**config.mk**
```make
export PLATFORM = sky130hd
export DESIGN_NAME = row_record_field_parser
export DESIGN_NICKNAME = d
export VERILOG_FILES = /design/src/sv/rrfp_pkg.sv /design/src/sv/row_record_field_parser.sv
export SDC_FILE = /design/constraint.sdc
export NUM_CORES = 1
export LEC_CHECK = 0
export ABC_AREA = 1
export BUFFER_PORTS_ARGS = -buffer_cell sky130_fd_sc_hd__buf_4
export CAP_MARGIN = 20
export CORE_UTILIZATION = 59
export CTS_CLUSTER_DIAMETER = 150
export CTS_CLUSTER_SIZE = 14
export DETAILED_ROUTE_END_ITERATION = 7
export HOLD_SLACK_MARGIN = 0.1
export PLACE_DENSITY_LB_ADDON = 0.2
export REMOVE_ABC_BUFFERS = 1
export SLEW_MARGIN = 20
export SYNTH_ARGS = -nofsm -noshare
export SYNTH_HDL_FRONTEND = slang
export SYNTH_SLANG_ARGS = --single-unit
```
**constraint.sdc**
```tcl
create_clock -name clk -period 7.7 [get_ports clk]
set_clock_uncertainty 0.2 [all_clocks]
set_input_delay 2.31 -clock clk [delete_from_list [all_inputs] [get_ports clk]]
set_output_delay 2.31 -clock clk [all_outputs]
set_load 0.1 [all_outputs]
```
**src/sv/rrfp_pkg.sv**
```systemverilog
// ----------------------------------------------------------------------------
// rrfp_pkg: shared types and codes for the row record field parser
// result kinds, column types, register indices, field phase encoding and the result record
// ----------------------------------------------------------------------------
package rrfp_pkg;

  localparam logic [2:0] KIND_INT       = 3'd0;
  localparam logic [2:0] KIND_LONG      = 3'd1;
  localparam logic [2:0] KIND_STR_LEN   = 3'd2;
  localparam logic [2:0] KIND_STR_BYTE  = 3'd3;
  localparam logic [2:0] KIND_BLOB_LEN  = 3'd4;
  localparam logic [2:0] KIND_BLOB_BYTE = 3'd5;
  localparam logic [2:0] KIND_FRAME_ERR = 3'd6;

  localparam logic [1:0] TYPE_INT32  = 2'd0;
  localparam logic [1:0] TYPE_INT64  = 2'd1;
  localparam logic [1:0] TYPE_STRING = 2'd2;

  localparam logic [0:0] REG_COLUMN_COUNT = 1'b0;
  localparam logic [0:0] REG_COLUMN_TYPES = 1'b1;

  typedef enum logic [3:0] {
    PH_START   = 4'b0001,
    PH_NUMBER  = 4'b0010,
    PH_LENGTH  = 4'b0100,
    PH_PAYLOAD = 4'b1000
  } phase_t;

  typedef struct packed {
    logic [3:0]         column_index;
    logic [2:0]         item_kind;
    logic signed [63:0] field_value;
    logic               column_done;
    logic               row_done;
  } result_t;

endpackage

```
**src/sv/row_record_field_parser.sv**
```systemverilog
// ----------------------------------------------------------------------------
// row_record_field_parser: schema driven parser for stored table rows
// results are registered in a two-entry output stage (result register and skid)
// and bytes are taken one per cycle while the skid entry is empty
// synchronous reset clears parse state, output valids, column_count=1, types=0
// ----------------------------------------------------------------------------
module row_record_field_parser #(
  parameter int MAX_COLUMNS = 16
) (
  input  logic               clk,
  input  logic               rst,
  input  logic               cfg_write,
  input  logic [0:0]         cfg_index,
  input  logic [31:0]        cfg_data,
  input  logic               data_valid,
  output logic               data_stall,
  input  logic [7:0]         data_byte,
  input  logic               end_of_record,
  output logic               result_valid,
  input  logic               result_stall,
  output logic [3:0]         column_index,
  output logic [2:0]         item_kind,
  output logic signed [63:0] field_value,
  output logic               column_done,
  output logic               row_done
);

  localparam logic [4:0] MAX_COLS = 5'(MAX_COLUMNS);

  // configuration
  logic [4:0]  column_count;
  logic [31:0] column_types;

  // parse state
  logic [4:0]       current_column, current_column_next;
  rrfp_pkg::phase_t field_phase, field_phase_next;
  logic [15:0]      bytes_remaining, bytes_remaining_next;
  logic [63:0]      value_accumulator, value_accumulator_next;
  logic             record_mismatch, record_mismatch_next;

  // output stage
  rrfp_pkg::result_t out_reg, skid_reg, res;
  logic              skid_valid;

  logic [4:0]  ncols;
  logic [1:0]  col_type;
  logic        overrun;
  logic        have;
  logic        cdone;
  logic        good;
  logic [63:0] acc_shift;
  logic [15:0] len;
  logic [15:0] rem_dec;
  logic        accept;
  logic        out_take;

  always_ff @(posedge clk) begin
    if (rst) begin
      column_count <= 5'd1;
      column_types <= '0;
    end else if (cfg_write) begin
      unique case (cfg_index)
        rrfp_pkg::REG_COLUMN_COUNT: column_count <= cfg_data[4:0];
        rrfp_pkg::REG_COLUMN_TYPES: column_types <= cfg_data;
        default: ;
      endcase
    end
  end

  always_comb begin
    if (column_count == 5'd0) begin
      ncols = 5'd1;
    end else if (column_count > MAX_COLS) begin
      ncols = MAX_COLS;
    end else begin
      ncols = column_count;
    end
  end

  assign col_type  = column_types[{current_column[3:0], 1'b0} +: 2];
  assign overrun   = record_mismatch || (current_column >= ncols);
  assign acc_shift = {value_accumulator[55:0], data_byte};
  assign len       = {value_accumulator[7:0], data_byte};
  assign rem_dec   = bytes_remaining - 16'd1;

  always_comb begin
    current_column_next    = current_column;
    field_phase_next       = field_phase;
    bytes_remaining_next   = bytes_remaining;
    value_accumulator_next = value_accumulator;
    record_mismatch_next   = record_mismatch;
    have                   = 1'b0;
    cdone                  = 1'b0;
    good                   = 1'b0;
    res.column_index       = current_column[3:0];
    res.item_kind          = rrfp_pkg::KIND_INT;
    res.field_value        = '0;
    res.column_done        = 1'b0;
    res.row_done           = end_of_record;

    if (overrun) begin
      record_mismatch_next = 1'b1;
    end else begin
      unique case (field_phase)
        rrfp_pkg::PH_START: begin
          value_accumulator_next = {56'd0, data_byte};
          if (col_type == rrfp_pkg::TYPE_INT32) begin
            bytes_remaining_next = 16'd3;
            field_phase_next     = rrfp_pkg::PH_NUMBER;
          end else if (col_type == rrfp_pkg::TYPE_INT64) begin
            bytes_remaining_next = 16'd7;
            field_phase_next     = rrfp_pkg::PH_NUMBER;
          end else begin
            field_phase_next = rrfp_pkg::PH_LENGTH;
          end
        end
        rrfp_pkg::PH_NUMBER: begin
          value_accumulator_next = acc_shift;
          bytes_remaining_next   = rem_dec;
          if (rem_dec == 16'd0) begin
            have = 1'b1;
            cdone = 1'b1;
            if (col_type == rrfp_pkg::TYPE_INT64) begin
              res.item_kind   = rrfp_pkg::KIND_LONG;
              res.field_value = acc_shift;
            end else begin
              res.item_kind   = rrfp_pkg::KIND_INT;
              res.field_value = {{32{acc_shift[31]}}, acc_shift[31:0]};
            end
          end
        end
        rrfp_pkg::PH_LENGTH: begin
          have = 1'b1;
          res.item_kind = (col_type == rrfp_pkg::TYPE_STRING) ?
                          rrfp_pkg::KIND_STR_LEN : rrfp_pkg::KIND_BLOB_LEN;
          res.field_value        = {48'd0, len};
          value_accumulator_next = {48'd0, len};
          if (len == 16'd0) begin
            cdone = 1'b1;
          end else begin
            bytes_remaining_next = len;
            field_phase_next     = rrfp_pkg::PH_PAYLOAD;
          end
        end
        rrfp_pkg::PH_PAYLOAD: begin
          have = 1'b1;
          res.item_kind = (col_type == rrfp_pkg::TYPE_STRING) ?
                          rrfp_pkg::KIND_STR_BYTE : rrfp_pkg::KIND_BLOB_BYTE;
          res.field_value      = {56'd0, data_byte};
          bytes_remaining_next = rem_dec;
          if (rem_dec == 16'd0) begin
            cdone = 1'b1;
          end
        end
        default: ;
      endcase
      if (cdone) begin
        current_column_next    = current_column + 5'd1;
        field_phase_next       = rrfp_pkg::PH_START;
        bytes_remaining_next   = '0;
        value_accumulator_next = '0;
      end
    end
    res.column_done = cdone;

    if (end_of_record) begin
      good = have && cdone && !overrun && (current_column_next == ncols);
      if (!good) begin
        res.column_index = current_column_next[4] ? 4'd15 : current_column_next[3:0];
        res.item_kind    = rrfp_pkg::KIND_FRAME_ERR;
        res.field_value  = '0;
        res.column_done  = 1'b0;
      end
      have                   = 1'b1;
      current_column_next    = '0;
      field_phase_next       = rrfp_pkg::PH_START;
      bytes_remaining_next   = '0;
      value_accumulator_next = '0;
      record_mismatch_next   = 1'b0;
    end
  end

  assign data_stall = skid_valid;
  assign accept     = data_valid && !data_stall;
  assign out_take   = result_valid && !result_stall;

  always_ff @(posedge clk) begin
    if (rst) begin
      current_column    <= '0;
      field_phase       <= rrfp_pkg::PH_START;
      bytes_remaining   <= '0;
      value_accumulator <= '0;
      record_mismatch   <= 1'b0;
    end else if (accept) begin
      current_column    <= current_column_next;
      field_phase       <= field_phase_next;
      bytes_remaining   <= bytes_remaining_next;
      value_accumulator <= value_accumulator_next;
      record_mismatch   <= record_mismatch_next;
    end
  end

  // result register with a skid entry behind it
  always_ff @(posedge clk) begin
    if (rst) begin
      result_valid <= 1'b0;
      skid_valid   <= 1'b0;
    end else if (skid_valid) begin
      if (out_take) begin
        skid_valid <= 1'b0;
      end
    end else if (!result_valid || out_take) begin
      result_valid <= accept && have;
    end else if (accept && have) begin
      skid_valid <= 1'b1;
    end
  end

  always_ff @(posedge clk) begin
    if (skid_valid) begin
      if (out_take) begin
        out_reg <= skid_reg;
      end
    end else if (!result_valid || out_take) begin
      out_reg <= res;
    end else begin
      skid_reg <= res;
    end
  end

  assign column_index = out_reg.column_index;
  assign item_kind    = out_reg.item_kind;
  assign field_value  = out_reg.field_value;
  assign column_done  = out_reg.column_done;
  assign row_done     = out_reg.row_done;

  // an end-of-record transfer always yields a result
  a_eor_result: assert property (@(posedge clk) disable iff (rst)
    data_valid && !data_stall && end_of_record |=> result_valid)
    else $error("no result after end-of-record transfer");

  // parse state restarts after the end-of-record transfer
  a_eor_restart: assert property (@(posedge clk) disable iff (rst)
    data_valid && !data_stall && end_of_record |=>
      current_column == 5'd0 && field_phase == rrfp_pkg::PH_START && !record_mismatch)
    else $error("parse state not restarted after end of record");

  // skid entry only holds data behind a waiting result
  a_skid_order: assert property (@(posedge clk) disable iff (rst)
    skid_valid |-> result_valid)
    else $error("skid entry occupied with empty result register");

  // a framing error never completes a column
  a_frame_err: assert property (@(posedge clk) disable iff (rst)
    result_valid && item_kind == rrfp_pkg::KIND_FRAME_ERR |-> row_done && !column_done)
    else $error("malformed framing error result");

endmodule

```
# After elaboration in Yosys (flattened, before gate mapping)
# Cells that the tools add are included.
[word_totals]
in_bits = 47
output_inout_bits = 75
reg_bits = 267
wordCells = 119
[classes]
n_reduce_logical = 32
addsub = 2
muxes = 49
order_cmp = 2
eq_ne = 11
n_shift = 1
bitwise_logic = 3
[ops]
columns = ["op", "count"]
rows = [
  ["73-bit two-way mux", 3],
  ["67-bit one-hot mux with 3 select lines", 1],
  ["56-bit two-way mux", 3],
  ["56-bit one-hot mux with 3 select lines", 1],
  ["72-bit two-way mux", 2],
  ["65-bit two-way mux", 2],
  ["16-bit two-way mux", 6],
  ["67-bit two-way mux", 1],
  ["16-bit one-hot mux with 3 select lines", 1],
  ["16-bit zero test", 2],
  ["32-bit by 6-bit variable part select with 2-bit output", 1],
  ["5-bit two-way mux", 5],
  ["4-bit two-way mux", 5],
  ["16-bit by 1-bit subtractor with 16-bit output, second input constant", 1],
  ["1-bit two-way mux", 12],
  ["3-bit two-way mux", 4],
  ["2-bit AND reduction", 6],
  ["5-bit nonzero test", 2],
  ["4-bit one-hot mux with 2 select lines", 1],
  ["1-bit logical AND", 6],
  ["5-bit by 1-bit adder with 5-bit output, second input constant", 1],
  ["5-bit equality test", 1],
  ["5-bit greater-or-equal comparator", 1],
  ["5-bit greater-than comparator, second input constant", 1],
  ["22 further kinds", 31],
]

# Depth between registers and ports, before layout
# Gate-level depths: netlist (run 1).
[depth]
ltp_word = 14
mapped_depth = 25
ltp_nobuf = 24

# Worst setup path before layout (run 1)
# Ideal clock, no wire load.
[synth_timing]
path_type = "input port to flip-flop"
start = "in result_stall"
end = "reg skid_reg[0] in the netlist's numbering, enable pin"
cell_stages = 2
path_buffers = 0
setup_slack_ns = 1.524
arrival_ns = 5.471
path_cell_list = "nand2_1 nor2_1"
[synth_between]
elab_chain_cells = 5
[synth_rtl]
columns = ["item", "line_no", "source"]
rows = [
  ["start: declaration", "row_record_field_parser.sv:20", "input logic result_stall,"],
  ["1-bit zero test", "row_record_field_parser.sv:185", "assign out_take = result_valid && !result_stall;"],
  ["1-bit logical AND", "row_record_field_parser.sv:185", ""],
  ["1-bit logical OR", "row_record_field_parser.sv:224", "end else if (!result_valid || out_take) begin"],
  ["1-bit NOT (no line)", "--", ""],
  ["2-bit AND reduction (no line)", "--", ""],
  ["end signal: assignment", "row_record_field_parser.sv:227", "skid_reg <= res;"],
  ["end: declaration", "row_record_field_parser.sv:42", "rrfp_pkg::result_t out_reg, skid_reg, res;"],
]
# Every way passes these cells.
# A chain may end at the register's enable or synchronous reset.

==> out/results.txt, run 1 <==
After legalization and detailed placement, the total HPWL measured 19.4 mm. Fill cells in the final layout number 1,796. The run gives 1,601 as the number of nets in the final layout. In this run switching power makes up 30.5% of total power.

The area growth from synthesis to layout is 13.1%. The final total negative setup slack came out at 0 ns. The wire length per cell after detailed routing is 15.8 um, and the total count of max-transition violations in the final report is 0. The cell area power density was 230 mW/mm^2. STA classifies the critical path startpoint as a flop. The number of design-rule violations left by the first detailed-router iteration is 801. The clock period minus worst slack was 5.35 ns; the static leakage was 6.08 nW. For this run, the detailed router's first-pass iteration total came to 5. After global routing the overflow that remains totals 0. The internal power of the cells totals 2.28 mW. The clock root buffer master was clkbuf_16. The synthesized design contains 146 enable-type register cells. The total area inside the core boundary comes to 0.0210 mm^2. The number of antenna-violating nets in the routed design is 0, and the max-capacitance violation count is 0. The final count of hold timing violations was 0; the highest net fanout along the worst path was 41.

Registers take 0.00681 mm^2. After clock tree synthesis, the clock-pin slew on the worst setup and hold paths is 0.07 ns. Of the total power, the clock network draws 32.3%. The number of antenna violations at the first check in global routing was 0; the synthesized netlist cell count was 1,466. The repair_antennas step left the layout with diodes totalling 0.

For this design, the sink count on the clock tree is 267. In this run the worst hold path is classified as reg -> reg. The number of clock buffers inserted by TritonCTS was 23; the worst slack after detailed placement was 2.02 ns. In the final layout, the share of cells above drive strength 1 is 17.5%.

The die area was 0.0220 mm^2. Die boundary height: 148 um. STA classifies the critical path endpoint as a flop.

In this run the post-CTS setup repair buffer count came out at 0. The x dimension of the die was 148 um. Dividing the detail-routed via count by the number of cells gives 5.48. Entering global routing, the biggest net connects 75 pins. For this run, the leading register cell type out of synthesis is edfxtp_1. Of the available clock period, the critical path in the final layout requires 69.4%. The number of hold buffers added after CTS was 0. Measured against its own limit, the worst slew margin works out to 35.1%. In this run, distinct cell masters in the synthesized netlist total 43. The final weighted congestion in routability-driven placement came out at 0.902. Summing all multi-input logic gate instances after layout gives 0.00476 mm^2. The maximum buffer depth of the clock tree was 3; the floorplan row count was 53. The count of yosys warnings during synthesis came out at 0.

Summing every instance area after synthesis gives 0.0126 mm^2. The run gives 0 as the detailed-route DRC error count. The logs give 7.84 ns for the required time of the critical path and 0.52 ns for the clock latency on the worst-skew pair. For this configuration, the core starts out at a cell density of 60.2%. The tools report the count of instances resized after the clock tree is built as 0. Across all layers, the routed design uses 10.1k vias. The actual transition at the worst max-transition pin is 0.971 ns.

TritonCTS built the clock tree. The logs give 18.8% for the share of total power in combinational logic and 0 for the count of final setup violators. Setup repair after global routing left no endpoint under its margin. Across the VDD grid, the largest voltage drop is 0.157 mV. The data arrival time at the worst-slack endpoint was 5.49 ns.

The detailed-route wire length was 28.9 mm. 122 I/O pins were placed. The via count of the first global-routing pass was 9,408. For this run, the top clock speed supported by timing is 187 MHz.

The critical path in this run is classified as reg -> reg. Port buffering added 121 buffers. In the global route stage, overall resource usage came out at 26.8%.

Of the synthesized area, sequential elements account for 54.0%. In this run, synthesis produced a sequential element count of 267. The H-tree depth was 1; the average footprint of a synthesized cell was 8.60 um^2. For this design the total switching power over the nets is 0.999 mW. The run finished with clean final reports. The register with the most flip-flops in the layout has 73 of them. Across all setup checks in the final design, the least slack found is 2.35 ns. The share of synthesized flip-flops with an asynchronous set or reset came out at 0%.

The first global-routing pass estimated 47.3 mm of wire. Sequential cells burn 48.9% of the power.
## power by group through the flow
| stage | combinational (mW) | clock [mW] | sequential [mW] |
|---|---|---|---|
| finish | 0.616 | 1.06 | 1.60 |
| global route | 0.671 | 1.14 | 1.61 |
| CTS | 0.610 | 1.08 | 1.60 |
| global placement | 0.603 | 0 | 1.63 |
| floorplan | 0.282 | 0 | 1.79 |
| detailed placement | 0.607 | 0 | 1.63 |
## per-stage QoR
stage	utilization, %	total power [mW]	instances	hold WS (ns)	cell area (um^2)
after floorplan	-	2.08	1389	0.235	12200
after global placement	64.7	2.23	1794	0.251	13600
after detailed placement	64.7	2.24	1794	0.255	13600
after CTS	67.8	3.29	1834	0.263	14200
after global routing	68.0	3.42	1836	0.274	14300
final	68.0	3.28	1836	0.263	14300
## routing by layer
layer  global-route usage (%)  routed length, um  share of wire (%)  vias to the layer above
met5                        0                  0                  0                        -
met4                     7.16                531                1.8                        0
met3                     3.37               1610                5.6                       43
met2                     44.4              13900                 48                      295
met1                     37.1              12900                 45                     4730
li1                         -                  -                  -                     4990
## cells by family after synthesis
logic type      synth area share (%)
buf+inv                         8.39
fa+ha+maj                      0.794
simple gates                    23.1
xor+xnor                      0.0695
flops                           54.0
compound gates                  13.7
## final cells by class
| class | count | share of cell area, % |
|---|---|---|
| Clock buffer | 39 | 4.46 |
| Clock inverter | 1 | 0.114 |
| Inverter | 178 | 4.70 |
| Multi-Input combinational cell | 944 | 33.4 |
| Sequential cell | 267 | 47.8 |
| Tap cell | 275 | 2.41 |
| Timing Repair Buffer | 132 | 7.14 |
## synth_stat cells (2+ instances only)
master,count,area (um^2)
buf_12,3,60.1
inv_2,9,33.8
or2_2,2,12.5
and2_1,4,25.0
a22oi_1,5,37.5
ha_1,8,100
nand2_1,260,976
nor2_4,6,67.6
buf_1,2,7.51
nor2_1,209,785
nand4_1,8,50.1
a21oi_1,109,546
nor3_1,4,20.0
inv_1,168,631
nor3_2,2,20.0
a21oi_2,30,263
o221ai_1,5,43.8
buf_4,3,22.5
a211oi_1,19,143
nor2_2,14,87.6
o211ai_1,2,15.0
dfxtp_1,121,2420
o21ai_1,4,20.0
nand3_1,74,370
edfxtp_1,146,4380
a31oi_1,4,25.0
buf_2,17,85.1
nand3b_1,4,30.0
clkbuf_1,50,188
nand3_2,38,380
o22ai_1,12,75.1
nand2_2,10,62.6
o21ai_0,104,521
## critical path, stage by stage (launching register included)
cell and delay [ns]:
dfxtp_1 0.79, inv_2 0.34, ha_1 0.37, o21ai_0 0.15, a21boi_0 0.11, o21ai_0 0.16
nand2_1 0.09, nand2_1 0.07, nand2_1 0.19, nor2_4 0.45, nand3_1 0.13, nand2_1 0.12
nand2_1 0.08, nand2_1 0.06, nand2_1 0.06, nor2_2 0.12, nand3_2 0.12, nand2_2 0.73
buf_4 0.40, nand2_2 0.19, a21oi_1 0.20
## cells in the final DEF (no fill, tap or decap), types with 8 or more instances in the layout
cell / n
nand2_1: 260
nor2_1: 207
inv_1: 168
edfxtp_1: 146
buf_4: 130
dfxtp_1: 120
a21oi_1: 109
o21ai_0: 104
nand3_1: 74
nand3_2: 38
a21oi_2: 30
clkbuf_16: 23
a211oi_1: 19
clkbuf_1: 16
nor2_2: 14
o22ai_1: 12
nand2_2: 10
inv_2: 8
nor2_4: 8
nand4_1: 8
ha_1: 8
## final timing paths
path / from / to / slack (ns) / cells past startpoint
min reg2reg: value_accumulator[52] / value_accumulator[52] / 0.26 / 2
min: value_accumulator[52] / value_accumulator[52] / 0.26 / 2
max reg2reg: current_column[0] / skid_reg[62] / 2.35 / 20
max: current_column[0] / skid_reg[62] / 2.35 / 20
Power figures use the tool's default switching activity.
==> run 2: changes to the inputs <==
--- a/config.mk
+++ b/config.mk
@@ -5,7 +5,7 @@
 export SDC_FILE = /design/constraint.sdc
 export NUM_CORES = 1
 export LEC_CHECK = 0
-export ABC_AREA = 1
+export ABC_AREA = 0
 export BUFFER_PORTS_ARGS = -buffer_cell sky130_fd_sc_hd__buf_4
 export CAP_MARGIN = 20
 export CORE_UTILIZATION = 59
==> constraint.sdc (replaced) <==
create_clock -name clk -period 5.5 [get_ports clk]
set_clock_uncertainty 0.2 [all_clocks]
set_input_delay 1.65 -clock clk [delete_from_list [all_inputs] [get_ports clk]]
set_output_delay 1.65 -clock clk [all_outputs]
set_load 0.1 [all_outputs]
==> out/results.txt, run 2 <==
The flow ran to the end, and the final reports show no timing, DRC or antenna violations. The number of flip-flops under the largest register name came out at 73 (unchanged). The number of synthesized register bits is 267 (unchanged). The min-delay analysis places its worst path in the category reg -> reg. For the count of instances resized after the clock tree is built, the log shows 0 (unchanged). Floorplan row count: 52 (-1.9%).

Data arrival time at the worst-slack endpoint: 4.95 ns (-0.54 ns). The synthesized netlist cell count came out at 1,195 (-18%). The cell count of the worst reg-to-reg path came out at 12 (-40%). STA classifies the critical path startpoint as a flop. Initial core utilization: 60.5% (+0.37 points). The detailed-route wire length was 26.7 mm (-7.6%); the detailed placement HPWL was 16.9 mm (-13%).

The ratio of routed vias to standard cells works out to 5.92 (+8.1%). The worst setup path is captured at a flop. The wire length per cell after detailed routing is 17.2 um (+9.2%). The die area came out at 0.0215 mm^2 (-2.2%). The switching part of the total power is 26.9% (-3.6 points), and the count of final setup violators is 0 (unchanged). For the top-level port count, the log shows 122 (unchanged). The run gives 3.07 mW (+35%) as the design internal power.

The logs give 0 ns (unchanged) for the final total negative setup slack and 0 (unchanged) for the detailed-route DRC error count. The highest net fanout along the worst path works out to 32 (-22%). The x dimension of the die works out to 147 um (-1.1%).

For the worst setup slack for register-to-register paths, the log shows 0.77 ns (-1.58 ns). The number of buffers inserted to repair setup after CTS came out at 0 (unchanged). The number of antenna-violating nets in the routed design was 0 (unchanged).

The cell area power density came out at 300 mW/mm^2 (+31%). The area growth from synthesis to layout is 13.6%. The largest net degree at the start of global routing is 86 (+15%), and the final count of hold timing violations is 0 (unchanged). Area fraction of the dominant cell type after synthesis: 35.6% (+0.79 points). For the clock latency on the worst-skew pair, the log shows 0.51 ns (about the same). The die boundary height was 147 um (-1.1%); the post-cts hold buffer count was 0 (unchanged). The logs give 0 (unchanged) for the number of antenna violations at the first check in global routing and 0.903 (about the same) for the final weighted congestion in routability-driven placement. The worst vdd rail ir drop is 0.218 mV (+39%).

The tools report the tightest slew margin relative to the limit as 30.1% (-5.0 points). The worst register-to-register path ends at bytes_remaining[11]. The tools report the max-capacitance violation count as 0 (unchanged). The post-synthesis sequential area ratio came out at 55.2% (+1.2 points).

The critical path is of the reg -> reg type. The average footprint of a synthesized cell was 10.3 um^2 (+20%); the post-layout instance area was 0.0140 mm^2 (-1.7%). Leaving out fill and tap cells, the most frequent cell in the layout is nand2_1.

The logs give 0.584 ns (-1.43 ns) for the worst slack after detailed placement and 1 (unchanged) for the H-tree depth. The clock period minus worst slack is 4.73 ns (-0.617 ns), and the final instance count without filler cells is 1,553 (-15%). The part of the power in registers was 51.9% (+3.0 points).

For the number of vias in the routed layout, the log shows 9,200 (-8.5%). The actual transition at the worst max-transition pin works out to 1.05 ns (+0.0780 ns). The tools report the via count of the first global-routing pass as 8,455 (-10%).

The portion of the clock cycle consumed by the worst path in the final layout is 86.0% (+17 points), and the number of clock buffers inserted by TritonCTS is 23 (unchanged). The critical path ends at bytes_remaining[11]. The number of cells in the design after placement was 1,513 (-16%); the total clock sinks was 267 (unchanged). The number of enable-type register cells in the synthesized netlist is 146 (unchanged). For the netlist area before placement, the log shows 0.0123 mm^2 (-2.2%). The logs give 0 (unchanged) for the total global routing overflow and 0 (unchanged) for the total count of max-transition violations in the final report. The most area-hungry cell type in the Yosys netlist is edfxtp_1. Number of port buffers: 121 (unchanged). Setup repair after global routing left no endpoint under its margin.

Sorting the synthesized cells by how often they occur yields 178 x nand2_1, 146 x edfxtp_1, 141 x nor2_1. By area the synthesized netlist is led by edfxtp_1 36%, dfxtp_1 20%, nand2_1 5.4%. Required time of the critical path: 5.72 ns (-2.12 ns). The clock network power share is 35.0% (+2.7 points).

The clock root buffer master was clkbuf_16. For the distinct cell type count after synthesis, the log shows 75 (+74%). The slack of the critical path is 0.770 ns (-1.58 ns), and the share of total power in combinational logic is 13.1% (-5.7 points). In the layout the commonest cells are 178 x nand2_1, 146 x edfxtp_1, 140 x buf_4. For the global-route wire length before repair, the log shows 43.4 mm (-8.2%).

The most used flip-flop cell after synthesis was edfxtp_1. Maximum operating frequency: 211 MHz (+13%). For the combined global-route utilization of all metal layers, the log shows 24.8% (-1.9 points).

The logs give 1,323 (-17%) for the number of nets in the final layout and 6 (+1) for the number of detailed-route iterations in the first pass. The final hold slack was 0.254 ns (-0.00923 ns); the number of design-rule violations left by the first detailed-router iteration was 905 (+13%). The layout cell share with drive strength beyond 1 works out to 17.4% (-0.11 points). Share of synthesized flip-flops with an asynchronous set or reset: 0% (unchanged). The worst setup path startpoint was bytes_remaining[0]. The net switching component of the power is 1.13 mW (+13%), and the count of yosys warnings during synthesis is 0 (unchanged).

TritonCTS built the clock tree. The static leakage came out at 5.08 nW (-16%). Placeable core region: 0.0204 mm^2 (-2.8%). The run gives 3 (unchanged) as the maximum buffer depth of the clock tree. The count of antenna diodes in the layout came out at 0 (unchanged). The cell area after placement is 0.0134 mm^2 (-1.5%), and the clock-pin slew reported for the worst setup and hold paths after clock tree synthesis is 0.08 ns (about the same). The most repeated cell in the gate-level netlist after synthesis is nand2_1. Reg-to-reg startpoint: bytes_remaining[0].
[run 2: cells by family (layout without fill, tap and decap cells)]
| kind of cell | count (synthesis) | after routing | share of synthesized area, % |
|---|---|---|---|
| muxes | 23 | 23 | 2.93 |
| xor gates and xnor gates | 22 | 22 | 1.68 |
| and+or+nand+nor | 453 | 453 | 17.1 |
| adders and majority gates | 8 | 8 | 0.812 |
| buffers and inverters | 126 | 214 | 4.30 |
| DFF | 267 | 267 | 55.2 |
| AOI/OAI and AO/OA | 296 | 296 | 18.0 |
[run 2: stage by stage]
step                      utilization (%)  power (mW)
after detailed placement             65.6        2.77
after global routing                 68.8        4.35
after global placement               65.6        2.77
after CTS                            68.8        4.23
after floorplan                         -        2.62
final                                68.8        4.21
[run 2: area by class of cell]
class                           count  area, um^2
Sequential cell                   267        6810
Fill cell                        1608        6360
Multi-Input combinational cell    802        5030
Timing Repair Buffer              140        1050
Clock buffer                       39         636
Tap cell                          270         338
Inverter                           34         128
Clock inverter                      1        16.3
[run 2: routing by layer]
layer | vias up | track usage, % | share of wire, %
met2 | 310 | 39.9 | 47
li1 | 4478 | - | -
met1 | 4366 | 34.9 | 45
met3 | 46 | 3.72 | 5.7
met4 | 0 | 7.66 | 2.1
met5 | - | 0 | 0
[run 2: worst max-delay path, cell delays in order, from the launching register on]
cell	delay, ns
dfxtp_1	0.39
inv_1	0.11
ha_1	0.34
nor3b_1	0.59
nand4b_1	0.25
xnor2_1	0.21
or4bb_1	0.55
o31ai_2	0.79
buf_4	0.33
o21ai_1	0.09
buf_4	0.24
or3_1	0.37
a21oi_1	0.17
[run 2: how the worst min path moves through the flow]
stage                                start                to  slack, ns  depth (start not counted)
after floorplan           column_types[12]  column_types[12]       0.23                          2
after global placement     column_types[8]   column_types[8]       0.24                          2
after detailed placement   column_types[4]   column_types[4]       0.25                          2
after CTS                  column_types[4]   column_types[4]       0.25                          2
after global routing       column_types[4]   column_types[4]       0.28                          2
final                     column_types[31]  column_types[31]       0.25                          2
[run 2: power by group through the flow]
stage	clock network, mW	registers (mW)	logic (mW)
finish	1.47	2.18	0.550
CTS	1.50	2.18	0.548
floorplan	0	2.44	0.174
detailed placement	0	2.23	0.546
global placement	0	2.23	0.542
global route	1.58	2.19	0.581
==> run 3: changes to the inputs <==
--- a/config.mk
+++ b/config.mk
@@ -12,6 +12,7 @@
 export CTS_CLUSTER_DIAMETER = 150
 export CTS_CLUSTER_SIZE = 14
 export DETAILED_ROUTE_END_ITERATION = 7
+export GPL_TIMING_DRIVEN = 0
 export HOLD_SLACK_MARGIN = 0.1
 export PLACE_DENSITY_LB_ADDON = 0.2
 export REMOVE_ABC_BUFFERS = 1
==> out/results.txt, run 3 (synthesized netlist as in run 2, its figures left out) <==
The run gives 0.0143 mm^2 (+1.9%) as the post-layout instance area. Detailed-route wire length: 27.0 mm (+0.90%). Reg-to-reg startpoint: current_column[0].

The class of the tightest hold or removal check was reg -> reg. The ratio of routed vias to standard cells is 6.00 (+1.2%), and the placeable core region is 0.0204 mm^2 (unchanged). For the number of design-rule violations left by the first detailed-router iteration, the log shows 985 (+8.8%). Critical path launch point type: a flop. The sum of buffers and inverters on the critical path was 1 (-2); the total clock sinks was 267 (unchanged). From synthesis to final layout, the design area changed by 15.8%. The tools report the combined global-route utilization of all metal layers as 25.2% (+0.38 points). The total global routing overflow was 0 (unchanged); the count of antenna diodes in the layout was 0 (unchanged).

The post-cts hold buffer count is 0 (unchanged), and the final total negative setup slack is 0 ns (unchanged). The highest net fanout along the worst path came out at 48 (+50%). The number of detailed-route iterations in the first pass came out at 6 (unchanged). The count of instances resized after the clock tree is built is 0 (unchanged). The detailed placement HPWL was 17.8 mm (+5.6%). The worst hold path terminates at column_types[23].

The logs give 0.53 ns (+0.02 ns) for the clock latency on the worst-skew pair and 5.18 nW (+2.1%) for the static leakage. For the count of final setup violators, the log shows 0 (unchanged). The tools report the maximum buffer depth of the clock tree as 3 (unchanged).

The run gives 122 (+42%) as the largest net degree at the start of global routing. The max-capacitance violation count is 0 (unchanged), and the final weighted congestion in routability-driven placement is 0.892 (-1.2%). The tools report the capture point of the worst reg-to-reg path as field_value[22].

The floorplan row count came out at 52 (unchanged). The final count of hold timing violations is 0 (unchanged). The final instance count without filler cells came out at 1,559 (+0.39%).

The tools report the cell area after placement as 0.0136 mm^2 (+2.0%). Setup repair after global routing left no endpoint under its margin. For the worst setup slack for register-to-register paths, the log shows 0.64 ns (-0.13 ns). The critical path in this run is classified as reg -> reg. The run gives 0 (unchanged) as the number of antenna violations at the first check in global routing. TritonCTS built the clock tree. The number of flip-flops under the largest register name is 73 (unchanged), and the final hold slack is 0.253 ns (-0.00151 ns). The run gives 1,328 (+0.38%) as the number of nets in the final layout.

The cell count of the worst reg-to-reg path was 10 (-2). The library cells used most frequently in the layout, excluding fill and tap cells, are 178 x nand2_1, 146 x edfxtp_1, 139 x nor2_1. The tools report the H-tree depth as 1 (unchanged). The run gives 0 (unchanged) as the total count of max-transition violations in the final report. The cell area power density came out at 298 mW/mm^2 (-0.91%). The signal on the critical path passes through inv_1 > ha_1 > nand2b_1 > a31oi_1 > o21a_1 > and2_1 > a41oi_2 > o21a_4 > or4_4 > o31ai_1. The data arrival time at the worst-slack endpoint is 4.93 ns (-0.02 ns), and the number of vias in the routed layout is 9,350 (+1.6%). Endpoint class of the critical path: a flop. The top-level port count was 122 (unchanged). The tightest slew margin relative to the limit came out at 30.2% (+0.087 points). The largest stage delay on the critical path works out to 0.91 ns (+0.12 ns). The flow ran to the end, and the final reports show no timing, DRC or antenna violations. The x dimension of the die is 147 um (unchanged). The number of clock buffers inserted by TritonCTS is 23 (unchanged), and the number of antenna-violating nets in the routed design is 0 (unchanged).

The required time of the critical path is 5.57 ns (-0.15 ns). The wire length per cell after detailed routing works out to 17.3 um (+0.51%). The number of cells on the worst hold path came out at 2 (unchanged). The actual transition at the worst max-transition pin was 1.05 ns (-0.00131 ns). The worst hold path begins at column_types[23].

The clock period minus worst slack was 4.86 ns (+0.129 ns). Leaving out fill and tap cells, the most frequent cell in the layout is nand2_1. The clock-pin slew reported for the worst setup and hold paths after clock tree synthesis was 0.07 ns (about the same); the number of port buffers was 121 (unchanged). Global-route wire length before repair: 44.1 mm (+1.6%). Maximum operating frequency: 206 MHz (-2.7%).

Worst vdd rail ir drop: 0.194 mV (-11%). For the detailed-route DRC error count, the log shows 0 (unchanged). For the die area, the log shows 0.0215 mm^2 (unchanged).

The cell sitting at the root of the clock tree is a clkbuf_16. The initial core utilization was 60.5% (unchanged); the layout cell share with drive strength beyond 1 was 18.2% (+0.77 points). Number of cells in the design after placement: 1,518 (+0.33%). The kind of cell with the highest combined delay along the critical path is compound AO/OA/AOI/OAI gates.

Die boundary height: 147 um (unchanged). The portion of the clock cycle consumed by the worst path in the final layout works out to 88.3% (+2.3 points). On the critical path, the stage with the largest delay is an instance of dfxtp_1.

The number of buffers inserted to repair setup after CTS came out at 0 (unchanged). The via count of the first global-routing pass was 8,714 (+3.1%).
==> run 3: changes by cell type in the layout (fill, tap and decap cells not counted), moves of 2 or more <==
| cell | delta |
|---|---|
| buf_8 | +2 |
| buf_6 | +6 |
| nor3_2 | +3 |
| nor2_4 | +2 |
| nor3_1 | -3 |
| buf_12 | +2 |
| buf_4 | -11 |
| buf_16 | +6 |
| nor2_2 | -2 |
==> run 3: report_power, final <==
group	switching [mW]	total (mW)	internal [mW]
registers	0.0368	2.19	2.15
logic	0.416	0.567	0.152
clock network	0.705	1.50	0.791
total	1.16	4.25	3.09
==> run 3: how the worst max path moves through the flow <==
stage	from	end	slack, ns	cells after the start
6_report	current_column[0]	field_value[22]	0.64	10
5_1_grt	current_column[0]	field_value[22]	0.42	10
3_3_place_gp	data_stall	skid_reg[54]	-10.43	1
3_5_place_dp	data_byte[2]	field_value[22]	0.41	9
2_1_floorplan	data_stall	column_done	-5.48	1
4_1_cts	current_column[0]	field_value[22]	0.70	10
==> run 3: stage by stage <==
step / utilization (%) / worst slack [ns] / total power [mW]
3_3_place_gp: 64.7 / -10.43 / 2.77
5_1_grt: 70.1 / 0.419 / 4.37
4_1_cts: 70.1 / 0.701 / 4.27
3_5_place_dp: 66.9 / 0.412 / 2.79
6_report: 70.1 / 0.641 / 4.25
2_1_floorplan: - / -5.48 / 2.62
==> run 3: cell type report <==
| class | instances | area (um^2) |
|---|---|---|
| fill | 1530 | 6090 |
| inverter | 34 | 128 |
| clock buffer | 39 | 636 |
| tap | 270 | 338 |
| timing repair buffer | 145 | 1270 |
| multi-input combinational | 802 | 5070 |
| sequential | 267 | 6810 |
| clock inverter | 2 | 25.0 |
==> run 3: per-layer routing <==
| metal | vias up | share of wire [%] | GRT usage [%] | wire length [um] |
|---|---|---|---|---|
| li1 | 4498 | - | - | - |
| met1 | 4491 | 43 | 33.9 | 11700 |
| met2 | 315 | 49 | 42.5 | 13200 |
| met3 | 46 | 5.5 | 3.50 | 1480 |
| met4 | 0 | 2.2 | 7.45 | 594 |
| met5 | - | 0 | 0 | 0 |
==> run 3: worst min-delay path: stages, from the launching register on <==
cell and delay (ns):
dfxtp_1 0.31, nand2_1 0.05, a21oi_1 0.05
